<file path="src/hw/rtl/rhu_pkg.sv">
// Types and constants of the runtime hash unit.
package rhu_pkg;

	localparam logic [63:0] FNV_BASIS = 64'hcbf29ce484222325;
	localparam logic [63:0] FNV_PRIME = 64'h00000100000001b3;
	localparam logic [63:0] MIX_MUL_A = 64'hff51afd7ed558ccd;
	localparam logic [63:0] MIX_MUL_B = 64'hc4ceb9fe1a85ec53;
	localparam logic [63:0] GOLDEN    = 64'h9e3779b97f4a7c15;
	localparam int          MIX_SHIFT = 33;

	localparam logic [2:0] KIND_BYTE    = 3'd0;
	localparam logic [2:0] KIND_UNIT16  = 3'd1;
	localparam logic [2:0] KIND_INT     = 3'd2;
	localparam logic [2:0] KIND_BOOL    = 3'd3;
	localparam logic [2:0] KIND_COMBINE = 3'd4;
	localparam logic [2:0] KIND_EMPTY   = 3'd5;

	typedef struct packed {
		logic        start;
		logic [63:0] a;
		logic [63:0] b;
	} mul_req_t;

	typedef struct packed {
		logic        done;
		logic [63:0] product;
	} mul_rsp_t;

endpackage

</file>
<file path="src/hw/rtl/runtime_hash_unit_core.sv">
// Top level of the runtime hash unit: sequencer, running string hash and output register.
// Each accepted transaction is worked on alone while in_ready is low. Every 64-bit multiply
// goes through one shared iterative multiplier built on a single 32 x 32 multiplier, and
// three partial products are used. A byte unit that does not end a string lets the next
// transaction in once its one multiply is done. A 16-bit unit that does not end a string
// lets it in only after its second multiply, because its two multiplies depend on each
// other. A byte or 16-bit unit that ends a string and each mix kind put their result in
// res_q when their last multiply is done; a combine goes through S_CMB1 and S_CMB2 first,
// and an empty string goes straight to S_OUT. From S_OUT the result is moved into the
// output register, out_valid is raised and the sequencer returns to S_IDLE in the same
// cycle, after which the next transaction can be accepted by the sequencer. This holds when
// the output register is free. If a finished result finds the output register still
// occupied, the sequencer holds it and in_ready stays low until out_ready drains the
// register. The next transaction is accepted while a finished result still waits in the
// output register. Kinds 6 and 7 are dropped at acceptance with no result, so the next
// transaction can follow in the next cycle.
module runtime_hash_unit_core
	import rhu_pkg::*;
(
	input  logic        clk,
	input  logic        arst_n,
	input  logic        in_valid,
	output logic        in_ready,
	input  logic [2:0]  kind,
	input  logic [63:0] data,
	input  logic [63:0] second_operand,
	input  logic        last,
	output logic        out_valid,
	input  logic        out_ready,
	output logic [63:0] hash_value
);

	typedef enum logic [2:0] {
		S_IDLE,
		S_F1_WAIT,
		S_F2_WAIT,
		S_M1_WAIT,
		S_M2_WAIT,
		S_CMB1,
		S_CMB2,
		S_OUT
	} state_t;

	state_t      state_q;
	logic [63:0] hash_q;
	logic [63:0] data_q;
	logic [63:0] acc_q;
	logic [63:0] res_q;
	logic [63:0] mul_a_q;
	logic [63:0] mul_b_q;
	logic        mul_start_q;
	logic        is16_q;
	logic        last_q;
	logic        out_valid_q;
	logic [63:0] hash_value_q;

	mul_req_t    mreq;
	mul_rsp_t    mrsp;
	logic        accept;
	logic        slot_free;
	logic        mul_go;
	logic [63:0] mix_in;
	logic [63:0] mix_pre;
	logic [63:0] mix_mid;

	assign mreq.start = mul_start_q;
	assign mreq.a     = mul_a_q;
	assign mreq.b     = mul_b_q;

	rhu_mul u_mul (
		.clk    (clk),
		.arst_n (arst_n),
		.req    (mreq),
		.rsp    (mrsp)
	);

	assign in_ready  = (state_q == S_IDLE);
	assign accept    = in_valid && in_ready;
	assign slot_free = !out_valid_q || out_ready;

	always_comb begin
		mix_in  = (kind == KIND_BOOL) ? {63'd0, |data} : data;
		mix_pre = mix_in ^ (mix_in >> MIX_SHIFT);
		mix_mid = mrsp.product ^ (mrsp.product >> MIX_SHIFT);
	end

	// The multiplier is launched for a string unit or a mix kind, for the high byte of a
	// 16-bit unit, and for the second multiply of a mix.
	always_comb begin
		case (state_q)
			S_IDLE:    mul_go = accept && (kind == KIND_BYTE || kind == KIND_UNIT16 ||
				kind == KIND_INT || kind == KIND_BOOL);
			S_F1_WAIT: mul_go = mrsp.done && is16_q;
			S_M1_WAIT: mul_go = mrsp.done;
			default:   mul_go = 1'b0;
		endcase
	end

	always_ff @(posedge clk or negedge arst_n) begin
		if (!arst_n) begin
			state_q      <= S_IDLE;
			hash_q       <= FNV_BASIS;
			data_q       <= '0;
			acc_q        <= '0;
			res_q        <= '0;
			mul_a_q      <= '0;
			mul_b_q      <= '0;
			mul_start_q  <= 1'b0;
			is16_q       <= 1'b0;
			last_q       <= 1'b0;
			out_valid_q  <= 1'b0;
			hash_value_q <= '0;
		end else begin
			mul_start_q <= mul_go;
			// In S_OUT the output register is refilled in the same cycle that it drains.
			if (out_valid_q && out_ready && state_q != S_OUT) begin
				out_valid_q <= 1'b0;
			end
			case (state_q)
				S_IDLE: begin
					if (accept) begin
						data_q <= data;
						is16_q <= (kind == KIND_UNIT16);
						last_q <= last;
						case (kind)
							KIND_BYTE, KIND_UNIT16: begin
								mul_a_q <= hash_q ^ {56'd0, data[7:0]};
								mul_b_q <= FNV_PRIME;
								state_q <= S_F1_WAIT;
							end
							KIND_INT, KIND_BOOL: begin
								mul_a_q <= mix_pre;
								mul_b_q <= MIX_MUL_A;
								state_q <= S_M1_WAIT;
							end
							KIND_COMBINE: begin
								acc_q   <= second_operand + GOLDEN;
								state_q <= S_CMB1;
							end
							KIND_EMPTY: begin
								res_q   <= FNV_BASIS;
								state_q <= S_OUT;
							end
							default: begin
								state_q <= S_IDLE;
							end
						endcase
					end
				end
				S_F1_WAIT, S_F2_WAIT: begin
					if (mrsp.done) begin
						if (state_q == S_F1_WAIT && is16_q) begin
							// The high byte of a 16-bit unit goes in as a second FNV round.
							mul_a_q <= mrsp.product ^ {56'd0, data_q[15:8]};
							mul_b_q <= FNV_PRIME;
							state_q <= S_F2_WAIT;
						end else if (last_q) begin
							res_q   <= mrsp.product;
							hash_q  <= FNV_BASIS;
							state_q <= S_OUT;
						end else begin
							hash_q  <= mrsp.product;
							state_q <= S_IDLE;
						end
					end
				end
				S_M1_WAIT: begin
					if (mrsp.done) begin
						mul_a_q <= mix_mid;
						mul_b_q <= MIX_MUL_B;
						state_q <= S_M2_WAIT;
					end
				end
				S_M2_WAIT: begin
					if (mrsp.done) begin
						res_q   <= mix_mid;
						state_q <= S_OUT;
					end
				end
				S_CMB1: begin
					acc_q   <= acc_q + (data_q << 6);
					state_q <= S_CMB2;
				end
				S_CMB2: begin
					res_q   <= data_q ^ (acc_q + (data_q >> 2));
					state_q <= S_OUT;
				end
				S_OUT: begin
					if (slot_free) begin
						hash_value_q <= res_q;
						out_valid_q  <= 1'b1;
						state_q      <= S_IDLE;
					end
				end
				default: begin
					state_q <= S_IDLE;
				end
			endcase
		end
	end

	assign out_valid  = out_valid_q;
	assign hash_value = hash_value_q;

endmodule

</file>
<file path="src/hw/rtl/rhu_mul.sv">
// Iterative 64 x 64 multiplier giving the low 64 bits from one 32 x 32 multiplier.
module rhu_mul
	import rhu_pkg::*;
(
	input  logic     clk,
	input  logic     arst_n,
	input  mul_req_t req,
	output mul_rsp_t rsp
);

	logic [63:0] a_q;
	logic [63:0] b_q;
	logic [63:0] prod_q;
	logic [63:0] acc_q;
	logic [1:0]  phase_q;
	logic        busy_q;
	logic        done_q;
	logic [31:0] op_x;
	logic [31:0] op_y;

	// Low by low first, then the two cross products, whose low halves land in the upper word.
	always_comb begin
		case (phase_q)
			2'd0: begin
				op_x = a_q[31:0];
				op_y = b_q[31:0];
			end
			2'd1: begin
				op_x = a_q[31:0];
				op_y = b_q[63:32];
			end
			2'd2: begin
				op_x = a_q[63:32];
				op_y = b_q[31:0];
			end
			default: begin
				op_x = a_q[63:32];
				op_y = b_q[63:32];
			end
		endcase
	end

	always_ff @(posedge clk or negedge arst_n) begin
		if (!arst_n) begin
			a_q     <= '0;
			b_q     <= '0;
			prod_q  <= '0;
			acc_q   <= '0;
			phase_q <= '0;
			busy_q  <= 1'b0;
			done_q  <= 1'b0;
		end else if (req.start) begin
			a_q     <= req.a;
			b_q     <= req.b;
			phase_q <= '0;
			busy_q  <= 1'b1;
			done_q  <= 1'b0;
		end else if (busy_q) begin
			prod_q  <= op_x * op_y;
			phase_q <= phase_q + 2'd1;
			case (phase_q)
				2'd1:    acc_q <= prod_q;
				2'd2:    acc_q[63:32] <= acc_q[63:32] + prod_q[31:0];
				2'd3:    acc_q[63:32] <= acc_q[63:32] + prod_q[31:0];
				default: acc_q <= acc_q;
			endcase
			if (phase_q == 2'd3) begin
				busy_q <= 1'b0;
				done_q <= 1'b1;
			end
		end else begin
			done_q <= 1'b0;
		end
	end

	assign rsp.done    = done_q;
	assign rsp.product = acc_q;

endmodule

</file>
<file path="config.mk">
export PLATFORM = sky130hd
export DESIGN_NAME = runtime_hash_unit_core
export DESIGN_NICKNAME = d
export VERILOG_FILES = /design/src/hw/rtl/rhu_pkg.sv /design/src/hw/rtl/runtime_hash_unit_core.sv /design/src/hw/rtl/rhu_mul.sv
export SDC_FILE = /design/constraint.sdc
export NUM_CORES = 2
export LEC_CHECK = 0
export BUFFER_PORTS_ARGS = -buffer_cell sky130_fd_sc_hd__buf_2
export CORE_UTILIZATION = 40
export DETAILED_ROUTE_END_ITERATION = 8
export PLACE_DENSITY = 0.63
export SYNTH_ARGS = -nofsm -noshare
export SYNTH_HDL_FRONTEND = slang
export SYNTH_HIERARCHICAL = 1
export SYNTH_SLANG_ARGS = --single-unit
</file>
<file path="constraint.sdc">
create_clock -name clk -period 19.7 [get_ports clk]
set_input_delay 3.94 -clock clk [delete_from_list [all_inputs] [get_ports clk]]
set_output_delay 3.94 -clock clk [all_outputs]
set_load 0.01 [all_outputs]
</file>
==> out/qor.csv <==
metric,value,unit
dp_hpwl,211000,µm
min_period,10780,ps
r2r_cells,31,
hold_path_class,flip-flop to flip-flop,
clk_latency,720,ps
hold_depth,2,
wl_per_cell,25.5,µm
die_h,427,µm
cts_resized,0,
avgSynthCellArea,8.88,µm²
start_util,40.3,%
clock_skew,72.6,ps
fin_crit_sh,54.7,%
path_clk_slew,60,ps
finish.utilization,43.8,%
grt_pass1_vias,61108,
yosysTopAreaCell,fa_1,
antenna_found_initial,13,
crit_path_start_kind,flip-flop,
max_freq,0.0928,GHz
nets,9537,
routed_wl,268000,µm
report.final.slew_viol_count,0,
core_area,179000,µm²
crit_arrival,11320,ps
max-cap-violations,0,
syn_area,72100,µm²
port_buffers,201,
finalWorstSetupSlack,8920,ps
worstPathMaxFanout,35,
synthTopCellsByArea,"fa_1 (25%), dfrtp_1 (22%), ha_1 (7.3%)",
crit_required,20240,ps
worst_path_max_delay_cell,mux2i_2,
final_cell_mix,"nand2_1 (1192), inv_1 (951), fa_1 (899), nor2_1 (864), dfrtp_1 (627)",
final_hold_viol_count,0,
vias,60448,
gp_congestion,1.01,
critPathCaptureType,flip-flop,
cts_tree,built,
yosys.cell_types.count,103,
synth_top_area_share,25.0,%
ys.flop_type,dfrtp_1,
syn-instance-count,8119,
rsz0062_at_grt,false,
cts.sinks,658,
slew_headroom,11.8,%
fp-row-count,155,
hold_buffers,0,
fill_cells,17623,
status,"finished, violations left",
root_buffer,clkbuf_16,
syn_to_final_growth,8.75,%
drc,6,
avgViaCountPerCell,5.75,
grt-ovfl-total,0,
synth_edf_count,0,
yosysSeqAreaShare,22.9,%
cp_common_cell,fa_1,
violations,DRC,
initialDrtViolationCount,6061,
tns,0,ps
synth_seq_cells,658,
final_common_cell,nand2_1,
die_width,427,µm
timing.hold.ws,476,ps
drtPass1Iterations,9,
io_pins,202,
worst_slew_pin_slew,1290,ps
grt_start_max_net_pins,101,
cts.htree.levels,3,
grt_pass1_wl,402000,µm
cts_setup_buffers,0,
postSynth.asyncResetShare,100,%
final-setup-viol-count,0,
grt_usage,29.7,%
preCtsSetupSlack,9060,ps
ant_nets,0,
ys.warnings.count,6,
clockBufferDepth,3,
timing_worst_setup_path_type,flip-flop to flip-flop,
cts_buffers,80,
drive_gt1_share,10.7,%
die-area,182000,µm²
critPathMaxStageDelay,780,ps
## final timing paths
kind	startpoint	to	slack, ps
setup / recovery	u_mul/phase_q[0]	u_mul/prod_q[61]	8920
hold / removal	mul_a_q[45]	mul_a_q[45]	480
setup reg to reg	u_mul/phase_q[0]	u_mul/prod_q[61]	8920
hold reg to reg	mul_a_q[45]	mul_a_q[45]	480
max in group asynchronous	arst_n	u_mul/b_q[62]	13780
min in group asynchronous	arst_n	acc_q[62]	3250
## cell usage after synthesis, types with 76 or more instances
master and count:
inv_1 951, fa_1 899, ha_1 419, dfrtp_1 630, mux2_2 290, mux2i_1 79, xor2_1 149, clkbuf_1 391
a21o_1 128, o21ai_0 460, nand2_1 1193, xnor2_1 217, a21oi_1 370, nor3_1 76, nand3_1 118, nor2_1 872
## cell type report
class / instances / area [µm²] / share of cell area [%]
multi-input combinational: 6080 / 50700 / 64.6
clock buffer: 108 / 2230 / 2.84
tap: 2355 / 2950 / 3.76
clock inverter: 41 / 616 / 0.785
antenna: 7 / 17.5 / 0.0223
inverter: 952 / 3570 / 4.56
sequential: 658 / 16500 / 21.1
timing repair buffer: 311 / 1840 / 2.35
## cells by family (layout without fill, tap and decap cells)
logic type / Yosys count / in the layout / share of synthesized area, %
AND/OR/NAND/NOR: 2558 / 2558 / 14.8
AO/OA/AOI/OAI: 1458 / 1458 / 12.6
adder cells (fa/ha/maj): 1321 / 1321 / 32.3
buffers and inverters: 1387 / 1412 / 7.29
XOR/XNOR: 366 / 366 / 4.45
flip-flops: 658 / 658 / 22.9
multiplexers: 370 / 370 / 5.64
other: 1 / 14 / 0.00520
## critical path: cells and delay by family (launching register included)
kind	cells	cell delay, ps
multiplexers	1	780
buffers and inverters	8	1760
flip-flops	1	420
AND/OR/NAND/NOR	9	1600
adder cells (fa/ha/maj)	10	4870
AO/OA/AOI/OAI	3	1160
## layer usage
metal  GRT usage (%)  vias to the layer above  part of all wire [%]
met5               0                        -                 0.020
met4            16.0                        8                   6.4
met3            6.31                      637                   9.0
met2            45.6                     2820                    44
met1            39.2                    30513                    40
li1                -                    26470                     -
## through the flow
| step | std cells | area [µm²] |
|---|---|---|
| after floorplan | 8125 | 72100 |
| after global placement | 10356 | 75500 |
| after detailed placement | 10356 | 75500 |
| after CTS | 10505 | 78400 |
| after global routing | 10506 | 78400 |
| final | 10512 | 78400 |
Power is not shown: default switching activity piles up to over one toggle a cycle in this logic, so the estimate is an artifact.
